===== config.mk =====
export PLATFORM = sky130hd
export DESIGN_NAME = header_crc16_frame_checker_unit
export DESIGN_NICKNAME = d
export VERILOG_FILES = /design/src/rtl/hfc_pkg.sv /design/src/rtl/hfc_in_stage.sv /design/src/rtl/hfc_frame_core.sv /design/src/rtl/hfc_out_stage.sv /design/src/rtl/header_crc16_frame_checker_unit.sv
export SDC_FILE = /design/constraint.sdc
export NUM_CORES = 1
export LEC_CHECK = 0
export BUFFER_PORTS_ARGS = -buffer_cell sky130_fd_sc_hd__buf_4
export CORE_ASPECT_RATIO = 1.2
export CORE_MARGIN = 4
export CORE_UTILIZATION = 60
export DETAILED_ROUTE_END_ITERATION = 10
export GPL_TIMING_DRIVEN = 1
export PLACE_DENSITY = 0.84
export SLEW_MARGIN = 0
export SYNTH_ARGS = -nofsm -noshare
export SYNTH_HDL_FRONTEND = slang
export SYNTH_SLANG_ARGS = --single-unit

===== constraint.sdc =====
create_clock -name clk -period 2.65 [get_ports clk]
set_input_delay 0.1325 -clock clk [delete_from_list [all_inputs] [get_ports clk]]
set_output_delay 0.1325 -clock clk [all_outputs]
set_load 0.05 [all_outputs]

===== src/rtl/hfc_pkg.sv =====
// hfc_pkg: shared types, constants and the byte-wide crc update for the frame checker
// no dependencies; imported by every module of the block
`timescale 1ns / 1ps

package hfc_pkg;

  // longest frame that still passes; longer frames report too long
  localparam int unsigned MAX_LEN   = 64;
  localparam int unsigned MIN_FRAME = 6;

  localparam logic [7:0]  HDR0          = 8'hAB;
  localparam logic [7:0]  HDR1          = 8'hCD;
  localparam logic [15:0] CRC_POLY_REFL = 16'h8408;
  localparam logic [7:0]  CNT_MAX       = 8'hFF;
  localparam int unsigned TAIL_DEPTH    = 4;

  typedef enum logic [2:0] {
    ST_OK           = 3'd0,
    ST_BAD_HEADER   = 3'd1,
    ST_CRC_MISMATCH = 3'd2,
    ST_TOO_SHORT    = 3'd3,
    ST_TOO_LONG     = 3'd4
  } frame_status_t;

  typedef struct packed {
    frame_status_t status;
    logic [7:0]    length;
  } frame_result_t;

  // crc-16/kermit, reflected, one byte per call
  function automatic logic [15:0] crc_feed(input logic [15:0] crc, input logic [7:0] b);
    logic [15:0] c;
    c = crc ^ {8'h00, b};
    for (int k = 0; k < 8; k++) begin
      if (c[0]) begin
        c = (c >> 1) ^ CRC_POLY_REFL;
      end else begin
        c = c >> 1;
      end
    end
    return c;
  endfunction

endpackage


===== src/rtl/hfc_in_stage.sv =====
// hfc_in_stage: input register for one received byte and its end flag
// depends on hfc_pkg
`timescale 1ns / 1ps

module hfc_in_stage (
  input  logic       clk,
  input  logic       rst_n,
  input  logic       in_valid,
  output logic       in_ready,
  input  logic [7:0] in_data_byte,
  input  logic       in_end_of_frame,
  input  logic       take,
  output logic       item_valid,
  output logic [7:0] item_data,
  output logic       item_eof
);
  import hfc_pkg::*;

  logic       vld_r;
  logic [7:0] data_r;
  logic       eof_r;

  assign in_ready   = !vld_r || take;
  assign item_valid = vld_r;
  assign item_data  = data_r;
  assign item_eof   = eof_r;

  always_ff @(posedge clk) begin
    if (!rst_n) begin
      vld_r <= 1'b0;
    end else if (in_valid && in_ready) begin
      vld_r <= 1'b1;
    end else if (take) begin
      vld_r <= 1'b0;
    end
  end

  // payload, no reset
  always_ff @(posedge clk) begin
    if (in_valid && in_ready) begin
      data_r <= in_data_byte;
      eof_r  <= in_end_of_frame;
    end
  end

endmodule


===== src/rtl/hfc_frame_core.sv =====
// hfc_frame_core: per-frame state (count, header flag, tail delay line, crc) and status decision
// depends on hfc_pkg
`timescale 1ns / 1ps

module hfc_frame_core (
  input  logic                  clk,
  input  logic                  rst_n,
  input  logic                  item_valid,
  input  logic [7:0]            item_data,
  input  logic                  item_eof,
  input  logic                  res_free,
  output logic                  go,
  output logic                  res_load,
  output hfc_pkg::frame_result_t res
);
  import hfc_pkg::*;

  logic [7:0]  cnt_r, cnt_nxt;
  logic        ovf_r, ovf_nxt;
  logic [15:0] crc_r, crc_nxt;
  logic [7:0]  tail_r [TAIL_DEPTH];
  logic [7:0]  tail_nxt [TAIL_DEPTH];
  logic        hdr_ok_r, hdr_ok_nxt;

  logic [15:0] received;
  logic        last;

  // a last byte needs room in the result register
  assign go       = item_valid && (!item_eof || res_free);
  assign last     = go && item_eof;
  assign res_load = last;

  always_comb begin
    hdr_ok_nxt = hdr_ok_r;
    if (!ovf_r && cnt_r == 8'd0 && item_data != HDR0) begin
      hdr_ok_nxt = 1'b0;
    end
    if (!ovf_r && cnt_r == 8'd1 && item_data != HDR1) begin
      hdr_ok_nxt = 1'b0;
    end

    // oldest byte leaves the delay line into the crc once it is body
    crc_nxt = crc_r;
    if (ovf_r || cnt_r >= 8'(MIN_FRAME)) begin
      crc_nxt = crc_feed(crc_r, tail_r[TAIL_DEPTH-1]);
    end

    tail_nxt[0] = item_data;
    for (int i = 1; i < TAIL_DEPTH; i++) begin
      tail_nxt[i] = tail_r[i-1];
    end

    if (cnt_r == CNT_MAX) begin
      cnt_nxt = cnt_r;
      ovf_nxt = 1'b1;
    end else begin
      cnt_nxt = cnt_r + 8'd1;
      ovf_nxt = ovf_r;
    end
  end

  // crc low byte at length-4, high byte at length-3
  assign received = {tail_nxt[2], tail_nxt[3]};

  always_comb begin
    res.length = cnt_nxt;
    if (!ovf_nxt && cnt_nxt < 8'(MIN_FRAME)) begin
      res.status = ST_TOO_SHORT;
    end else if (ovf_nxt || cnt_nxt > 8'(MAX_LEN)) begin
      res.status = ST_TOO_LONG;
    end else if (!hdr_ok_nxt) begin
      res.status = ST_BAD_HEADER;
    end else if (received != crc_nxt) begin
      res.status = ST_CRC_MISMATCH;
    end else begin
      res.status = ST_OK;
    end
  end

  always_ff @(posedge clk) begin
    if (!rst_n || last) begin
      cnt_r    <= 8'd0;
      ovf_r    <= 1'b0;
      crc_r    <= 16'h0000;
      hdr_ok_r <= 1'b1;
      for (int i = 0; i < TAIL_DEPTH; i++) begin
        tail_r[i] <= 8'h00;
      end
    end else if (go) begin
      cnt_r    <= cnt_nxt;
      ovf_r    <= ovf_nxt;
      crc_r    <= crc_nxt;
      hdr_ok_r <= hdr_ok_nxt;
      for (int i = 0; i < TAIL_DEPTH; i++) begin
        tail_r[i] <= tail_nxt[i];
      end
    end
  end

  a_clear_after_last: assert property (@(posedge clk) disable iff (!rst_n)
    last |=> (cnt_r == 8'd0 && !ovf_r && crc_r == 16'h0000 && hdr_ok_r))
    else $error("frame state not cleared after last item");

  a_ovf_saturated: assert property (@(posedge clk) disable iff (!rst_n)
    ovf_r |-> cnt_r == CNT_MAX)
    else $error("overflow flag set without saturated count");

  a_bad_first_byte: assert property (@(posedge clk) disable iff (!rst_n)
    (go && !item_eof && !ovf_r && cnt_r == 8'd0 && item_data != HDR0) |=> !hdr_ok_r)
    else $error("wrong first header byte not flagged");

  a_count_steps: assert property (@(posedge clk) disable iff (!rst_n)
    (go && !item_eof && cnt_r != CNT_MAX) |=> cnt_r == $past(cnt_r) + 8'd1)
    else $error("byte count did not advance");

endmodule


===== src/rtl/hfc_out_stage.sv =====
// hfc_out_stage: result register holding status and length until taken
// depends on hfc_pkg
`timescale 1ns / 1ps

module hfc_out_stage (
  input  logic                  clk,
  input  logic                  rst_n,
  input  logic                  res_load,
  input  hfc_pkg::frame_result_t res,
  output logic                  res_free,
  output logic                  out_valid,
  input  logic                  out_ready,
  output logic [2:0]            out_frame_status,
  output logic [7:0]            out_frame_length
);
  import hfc_pkg::*;

  logic          vld_r;
  frame_result_t res_r;

  assign res_free         = !vld_r || out_ready;
  assign out_valid        = vld_r;
  assign out_frame_status = res_r.status;
  assign out_frame_length = res_r.length;

  always_ff @(posedge clk) begin
    if (!rst_n) begin
      vld_r <= 1'b0;
    end else if (res_load) begin
      vld_r <= 1'b1;
    end else if (out_ready) begin
      vld_r <= 1'b0;
    end
  end

  always_ff @(posedge clk) begin
    if (res_load) begin
      res_r <= res;
    end
  end

endmodule


===== src/rtl/header_crc16_frame_checker_unit.sv =====
// header_crc16_frame_checker_unit: top level of the received-frame checker
// depends on hfc_pkg, hfc_in_stage, hfc_frame_core, hfc_out_stage
`timescale 1ns / 1ps

// Checks received frames one byte per item. A frame starts with 0xAB 0xCD, carries a body
// covered by crc-16/kermit (reflected 0x1021, init 0, no final xor), then the crc low byte,
// the crc high byte and two unchecked trailer bytes; in_end_of_frame marks the last byte.
// Only the last byte of a frame produces a result item: status (0 ok, 1 bad header,
// 2 crc mismatch, 3 too short, 4 too long, first matching cause in the order too short,
// too long, bad header, crc mismatch) and the frame length saturating at 255. Frames under
// 6 bytes are too short; over MAX_LEN (64) bytes, or over 255, are too long.
// Throughput is one byte per clock cycle unless a last byte waits for room in the result
// register; a result item is held in the result register and offered on out_valid.
// The cycle is bounded by the byte-wide crc update followed by the 16-bit
// compare against the received crc. A byte reaches the crc only after passing a four-entry
// delay line, so the trailing crc and trailer bytes never enter it.
module header_crc16_frame_checker_unit (
  input  logic       clk,
  input  logic       rst_n,
  input  logic       in_valid,
  output logic       in_ready,
  input  logic [7:0] in_data_byte,
  input  logic       in_end_of_frame,
  output logic       out_valid,
  input  logic       out_ready,
  output logic [2:0] out_frame_status,
  output logic [7:0] out_frame_length
);
  import hfc_pkg::*;

  // input register to core
  logic          item_valid;
  logic [7:0]    item_data;
  logic          item_eof;
  logic          go;

  // core to result register
  logic          res_load;
  logic          res_free;
  frame_result_t res;

  hfc_in_stage u_in (
    .clk             (clk),
    .rst_n           (rst_n),
    .in_valid        (in_valid),
    .in_ready        (in_ready),
    .in_data_byte    (in_data_byte),
    .in_end_of_frame (in_end_of_frame),
    .take            (go),
    .item_valid      (item_valid),
    .item_data       (item_data),
    .item_eof        (item_eof)
  );

  // per-frame state; stalls only when a last byte meets a full result register
  hfc_frame_core u_core (
    .clk        (clk),
    .rst_n      (rst_n),
    .item_valid (item_valid),
    .item_data  (item_data),
    .item_eof   (item_eof),
    .res_free   (res_free),
    .go         (go),
    .res_load   (res_load),
    .res        (res)
  );

  hfc_out_stage u_out (
    .clk              (clk),
    .rst_n            (rst_n),
    .res_load         (res_load),
    .res              (res),
    .res_free         (res_free),
    .out_valid        (out_valid),
    .out_ready        (out_ready),
    .out_frame_status (out_frame_status),
    .out_frame_length (out_frame_length)
  );

endmodule

## Word level (Yosys, flattened, before mapping)

Memory sizes are Yosys's and may differ from the RTL's.
Index checks and enable logic that the tools add are counted.

- Flip-flop bits (word level): 48
- Memories kept: 1
- Word-level logic and storage cells: 92
- Input bits: 13
- Output and inout bits: 13
- RAM bits: 32
- Latch bits: 0
- Memory bits (read-only): 0

Memories:

| name | words | width | rd ports | clocked after Yosys merged registers in | write ports | line | RTL |
|---|---|---|---|---|---|---|---|
| u_core.tail_r | 4 | 8 | 4 | 0 | 4 | hfc_frame_core.sv:21 | `logic [7:0] tail_r [TAIL_DEPTH];` |

- Add/subtract/negate cells: 1
- Mux-type cells: 36
- Reduce and logical (&&, ||, !) cells: 23
- Bitwise gates (word level): 13
- Shifts and indexed selects: 0
- Magnitude comparators: 3
- Divide/modulo/power cells: 0
- Eq/ne operators: 5
- Multiply operators: 0

Operators with widths:

| cell | count |
|---|---|
| $mux 16 | 16 |
| $mux 8 | 5 |
| $not 2->3 | 8 |
| $ne 16x16->1 | 1 |
| $ne 8x8->1 const B | 2 |
| $xor 16x8->16 | 1 |
| $mux 1 | 12 |
| $add 8x1->8 const B | 1 |
| $eq 8x1->1 const B | 1 |
| $eq 8x8->1 const B | 1 |
| $ge 8x3->1 const B | 1 |
| $gt 8x7->1 const B | 1 |
| $logic_and 1x1->1 | 8 |
| $logic_not 8->1 | 1 |
| $lt 8x3->1 const B | 1 |
| $logic_not 1->1 | 6 |
| $logic_or 1x1->1 | 6 |
| $mux 3 | 2 |
| $or 1x1->1 | 4 |
| $reduce_bool 2->1 | 2 |
| $mux 2 | 1 |

## Depth between registers and ports, before layout

An unclocked memory read counts as a cell.

- Word-level depth: 30
- Gate-level depth with buffers: 11
- Gate-level depth less buffers: 9

## Modules after synthesis

From an unflattened synthesis, not the netlist that was laid out.

- Cell total of the unflattened synthesis: 304
- Area, all modules: 3,834.9 µm²

By module, submodules not included:

| module | area an instance (µm²) | times used | cells each | seq. area each (µm²) |
|---|---|---|---|---|
| hfc_frame_core | 3,128.0 | 1 | 275 | 1,481.4 |
| hfc_out_stage | 379.1 | 1 | 15 | 350.3 |
| hfc_in_stage | 327.8 | 1 | 14 | 290.3 |

## Worst setup path after synthesis

No wires, ideal clock.

- Kind: reg-to-reg
- Start point: register u_out.vld_r (netlist: u_out.out_valid)
- End point: register u_core.crc_r[8]
- Path buffers: 2
- Data required time: 2,533 ps
- Cell stages (with the launch flop): 10
- Setup time: 117 ps
- Setup slack: 268 ps
- Clock period less this slack: 2,382 ps
- Data arrival time: 2,265 ps
- Path through: dfxtp_1 -> nor2b_1 -> nand2_1 -> nand2_1 -> and2_1 -> buf_2 -> inv_2 -> o21ai_1 -> buf_2 -> a22o_2

- Cells in the longest elaborated chain, start to end: 6

Ends and longest elaborated chain:

| element | line | RTL |
|---|---|---|
| start, declared | hfc_out_stage.sv:18 | `logic vld_r;` |
| start signal, assigned | hfc_out_stage.sv:28 | `vld_r <= 1'b0;` |
| start signal, assigned | hfc_out_stage.sv:30 | `vld_r <= 1'b1;` |
| start signal, assigned | hfc_out_stage.sv:32 | `vld_r <= 1'b0;` |
| $logic_not 1->1 (*) | hfc_out_stage.sv:21 | `assign res_free = !vld_r \|\| out_ready;` |
| $logic_or 1x1->1 (*) | hfc_out_stage.sv:21 |  |
| $logic_or 1x1->1 (*) | hfc_frame_core.sv:29 | `assign go = item_valid && (!item_eof \|\| res_free);` |
| $logic_and 1x1->1 (*) | hfc_frame_core.sv:29 |  |
| $logic_and 1x1->1 | hfc_frame_core.sv:30 | `assign last = go && item_eof;` |
| $logic_or 1x1->1 | hfc_frame_core.sv:81 | `if (!rst_n \|\| last) begin` |
| end signal, assigned | hfc_frame_core.sv:92 | `crc_r <= crc_nxt;` |
| end, declared | hfc_frame_core.sv:20 | `logic [15:0] crc_r, crc_nxt;` |

Every way passes the cells marked *; elsewhere a longest branch is shown, timed or not.
A chain may end at the register's enable or synchronous reset.

==> results.py <==
metrics = {
    "outcome": {
        "status": "complete, no violations",
    },
    "pwr": {
        "powerDensity_nw_per_um2": 553,
        "peakVddDrop_mv": 0.444,
        "p_leak_nw": 1.64,
        "power_mw": 2.41,
    },
    "timing": {
        "fin_hold_ws_ns": 0.0575,
        "fin_crit_sh": 0.914,
        "slew_headroom": 0.414,
        "drv_slew": 0,
        "hold_violations": 0,
        "max_freq_ghz": 0.413,
        "setup_ws_ns": 0.228,
        "clock_skew_ns": 0.00662,
        "setup_viol": 0,
        "finalCriticalPeriod_ns": 2.42,
        "rsz0062_at_grt": "no",
        "finalSetupTns_ns": 0,
        "tightest_slew_ns": 0.874,
    },
    "place": {
        "pre_cts_slack_ns": 0.187,
        "dp_hpwl_mm": 4.94,
        "io_buffer_count": 25,
        "place_area_um2": 4060,
        "gp_congestion": 0.903,
    },
    "finish": {
        "stdcell_area_um2": 4350,
        "num_antenna_cells": 0,
        "nets": 372,
        "multi_input_area_um2": 1560,
        "n_fill_cell": 423,
        "ff_latch_area_um2": 2120,
        "area_delta_synth_final_pct": 15.7,
        "drive_above_1_share": 0.175,
    },
    "critical_path": {
        "critPathMaxStageDelay_ns": 0.48,
        "rrSetupSlack_ns": 0.23,
        "timing.rr.end": "u_out.out_frame_status[1]$_SDFFCE_PP1P_",
        "critPathSlowestCell": "or3_1",
        "startpoint_type": "flop",
        "worstRegToRegCells": 8,
        "cp_num_buf_inv": 1,
        "cp-startpoint": "u_core.cnt_r[1]$_SDFFE_PP0P_",
        "r2r-start": "u_core.cnt_r[1]$_SDFFE_PP0P_",
        "worstPathCellList": "ha_1 -> nand3_1 -> or3_1 -> buf_4 -> a21oi_1 -> nand2_1 -> a41oi_1 -> a31oi_1",
        "crit_type": "flop to flop",
        "cp.arrival_ns": 2.52,
        "critPathCaptureType": "flop",
        "critPathMaxFanout": 8,
        "critPathCapture": "u_out.out_frame_status[1]$_SDFFCE_PP1P_",
        "worstSetupPathDepth": 8,
        "critical_path.top_delay_family": "simple AND/OR/NAND/NOR gates",
        "required_ns": 2.75,
    },
    "logic_synthesis": {
        "syn-num-nets": 328,
        "seq_area_frac_synth": 0.564,
        "synthesis.area_um2": 3760,
        "ys_types": 49,
        "syn-mean-instance-area_um2": 12.1,
        "synth-seq-cells": 80,
        "synth_cells": 311,
        "synth_edf_count": 52,
        "yosys_warnings": 0,
        "ys.flop_type": "edfxtp_1",
        "async_flop_share": 0,
    },
    "cts": {
        "cts_buffer_depth": 2,
        "cts_inserted_buffers": 9,
        "clk_pin_slew_worst_paths_ns": 0.08,
        "root_buffer": "clkbuf_8",
        "clock_sinks": 80,
        "h-tree-depth": 3,
        "cts_tree": "yes",
        "clk_latency_ns": 0.35,
    },
    "global_route": {
        "track_usage": 0.210,
        "antenna_found_initial": 0,
        "grt_pass1_wl_mm": 11.8,
        "grt_max_degree": 28,
        "grt_pass1_vias": 2448,
        "gr-total-overflow": 0,
    },
    "route": {
        "wl_mm": 7.09,
        "avgRoutedWirePerCell_um": 16.0,
        "firstDrtPassIters": 6,
        "drc_errors": 0,
        "drtIter0Drc": 193,
        "routed_via_density": 5.53,
        "via_count": 2443,
        "antenna_left": 0,
    },
    "floorplan": {
        "start_util": 0.622,
        "dieHeight_um": 94.8,
        "core-area_um2": 6050,
        "num_io_pins": 26,
        "die-width_um": 80.3,
        "die-area_um2": 7610,
        "rows": 31,
    },
    "worst_hold_path": {
        "hold_class": "input pin to flop",
    },
    "flow_run": {
        "maxCapViolCount": 0,
    },
}
[state kept, by name (all words and copies together) (netlist names)]
| name | flops |
|---|---|
| u_core.tail_r | 32 |
| u_core.ovf_r | 1 |
| u_in.item_eof | 1 |
| u_out.out_valid | 1 |
| u_out.out_frame_length | 8 |
| u_out.out_frame_status | 3 |
| u_in.item_valid | 1 |
| u_core.crc_r | 16 |
| u_core.cnt_r | 8 |
| u_in.item_data | 8 |
| u_core.hdr_ok_r | 1 |
[cell type report]
type	instances	share of cell area
well taps	82	0.0236
clock inverters	4	0.00661
multi-input cells	213	0.359
clock buffers	12	0.0356
inverters	7	0.00603
flip-flops and latches	80	0.487
repair buffers	44	0.0816
[tightest hold or removal path: stages]
cell and delay, ns:
buf_4 0.11, inv_1 0.05, a21boi_0 0.07
[through the flow]
stage,utilization,cells
after CTS,0.718,442
after detailed placement,0.671,416
after floorplan,-,311
after global routing,0.720,442
final,0.720,442
after global placement,0.671,416
[routing by layer]
layer	part of all wire	global-route usage	up-vias	routed length, um
li1	-	-	1199	-
met1	0.41	0.256	1165	2900
met2	0.52	0.342	62	3710
met3	0.042	0.0639	17	296
met4	0.026	0.0915	0	181
met5	0	0	-	0
[cells in the mapped netlist (5+ instances only)]
| cell type | n | area share |
|---|---|---|
| inv_1 | 6 | 0.0060 |
| nand2_1 | 23 | 0.023 |
| mux2i_1 | 11 | 0.029 |
| o21ai_1 | 6 | 0.0080 |
| nor2_1 | 10 | 0.010 |
| a22o_1 | 14 | 0.033 |
| a31oi_1 | 6 | 0.010 |
| and2_1 | 34 | 0.056 |
| xnor2_1 | 31 | 0.072 |
| clkbuf_1 | 6 | 0.0060 |
| dfxtp_1 | 28 | 0.15 |
| nand3_1 | 6 | 0.0080 |
| xor2_1 | 9 | 0.021 |
| edfxtp_1 | 52 | 0.41 |
| xnor2_2 | 5 | 0.022 |
| o21ai_0 | 9 | 0.012 |
[placed cells by master, fill, tap and decap left out, types with 4 or more instances in the layout]
| master | count |
|---|---|
| a21oi_1 | 4 |
| a22o_1 | 14 |
| a31oi_1 | 6 |
| and2_1 | 34 |
| buf_4 | 34 |
| clkbuf_8 | 11 |
| dfxtp_1 | 28 |
| dlygate4sd3_1 | 10 |
| edfxtp_1 | 52 |
| ha_1 | 4 |
| inv_1 | 6 |
| mux2i_1 | 11 |
| nand2_1 | 23 |
| nand3_1 | 6 |
| nor2_1 | 10 |
| nor4_1 | 4 |
| o21ai_0 | 9 |
| o21ai_1 | 6 |
| xnor2_1 | 31 |
| xnor2_2 | 5 |
| xor2_1 | 9 |
[power breakdown]
group / total [mW] / internal, mW / switching [mW]
combinational: 0.188 / 0.0818 / 0.106
sequential: 1.39 / 1.37 / 0.0255
clock: 0.824 / 0.391 / 0.433
total: 2.41 / 1.84 / 0.565
[kinds of logic (layout without fill, tap and decap cells)]
group,Yosys count,count (layout),synth area share
compound gates,52,52,0.0970
xor+xnor,47,47,0.123
fa+ha+maj,4,4,0.0133
buf+inv,18,67,0.0229
flops,80,80,0.564
mux,12,12,0.0322
simple gates,98,98,0.148
[worst min-delay path by stage]
stage	from	to	slack, ns	depth (start not counted)
finish	in_valid	u_in.item_valid$_SDFFE_PN0P_	0.06	3
CTS	in_valid	u_in.item_valid$_SDFFE_PN0P_	0.05	3
global placement	in_data_byte[4]	u_in.item_data[4]$_DFFE_PP_	0.31	1
detailed placement	in_data_byte[7]	u_in.item_data[7]$_DFFE_PP_	0.31	1
global route	in_valid	u_in.item_valid$_SDFFE_PN0P_	0.07	3
floorplan	rst_n	u_core.hdr_ok_r$_SDFFE_PP1P_	0.21	1
[what timing repair did]
item	4_1_cts	5_1_grt
setup buffers	0	0
hold endpoints to repair	10	0
resized for setup	0	1
endpoints found under the setup margin	0	1
hold buffers	10	0
Power figures use the tool's default switching activity.
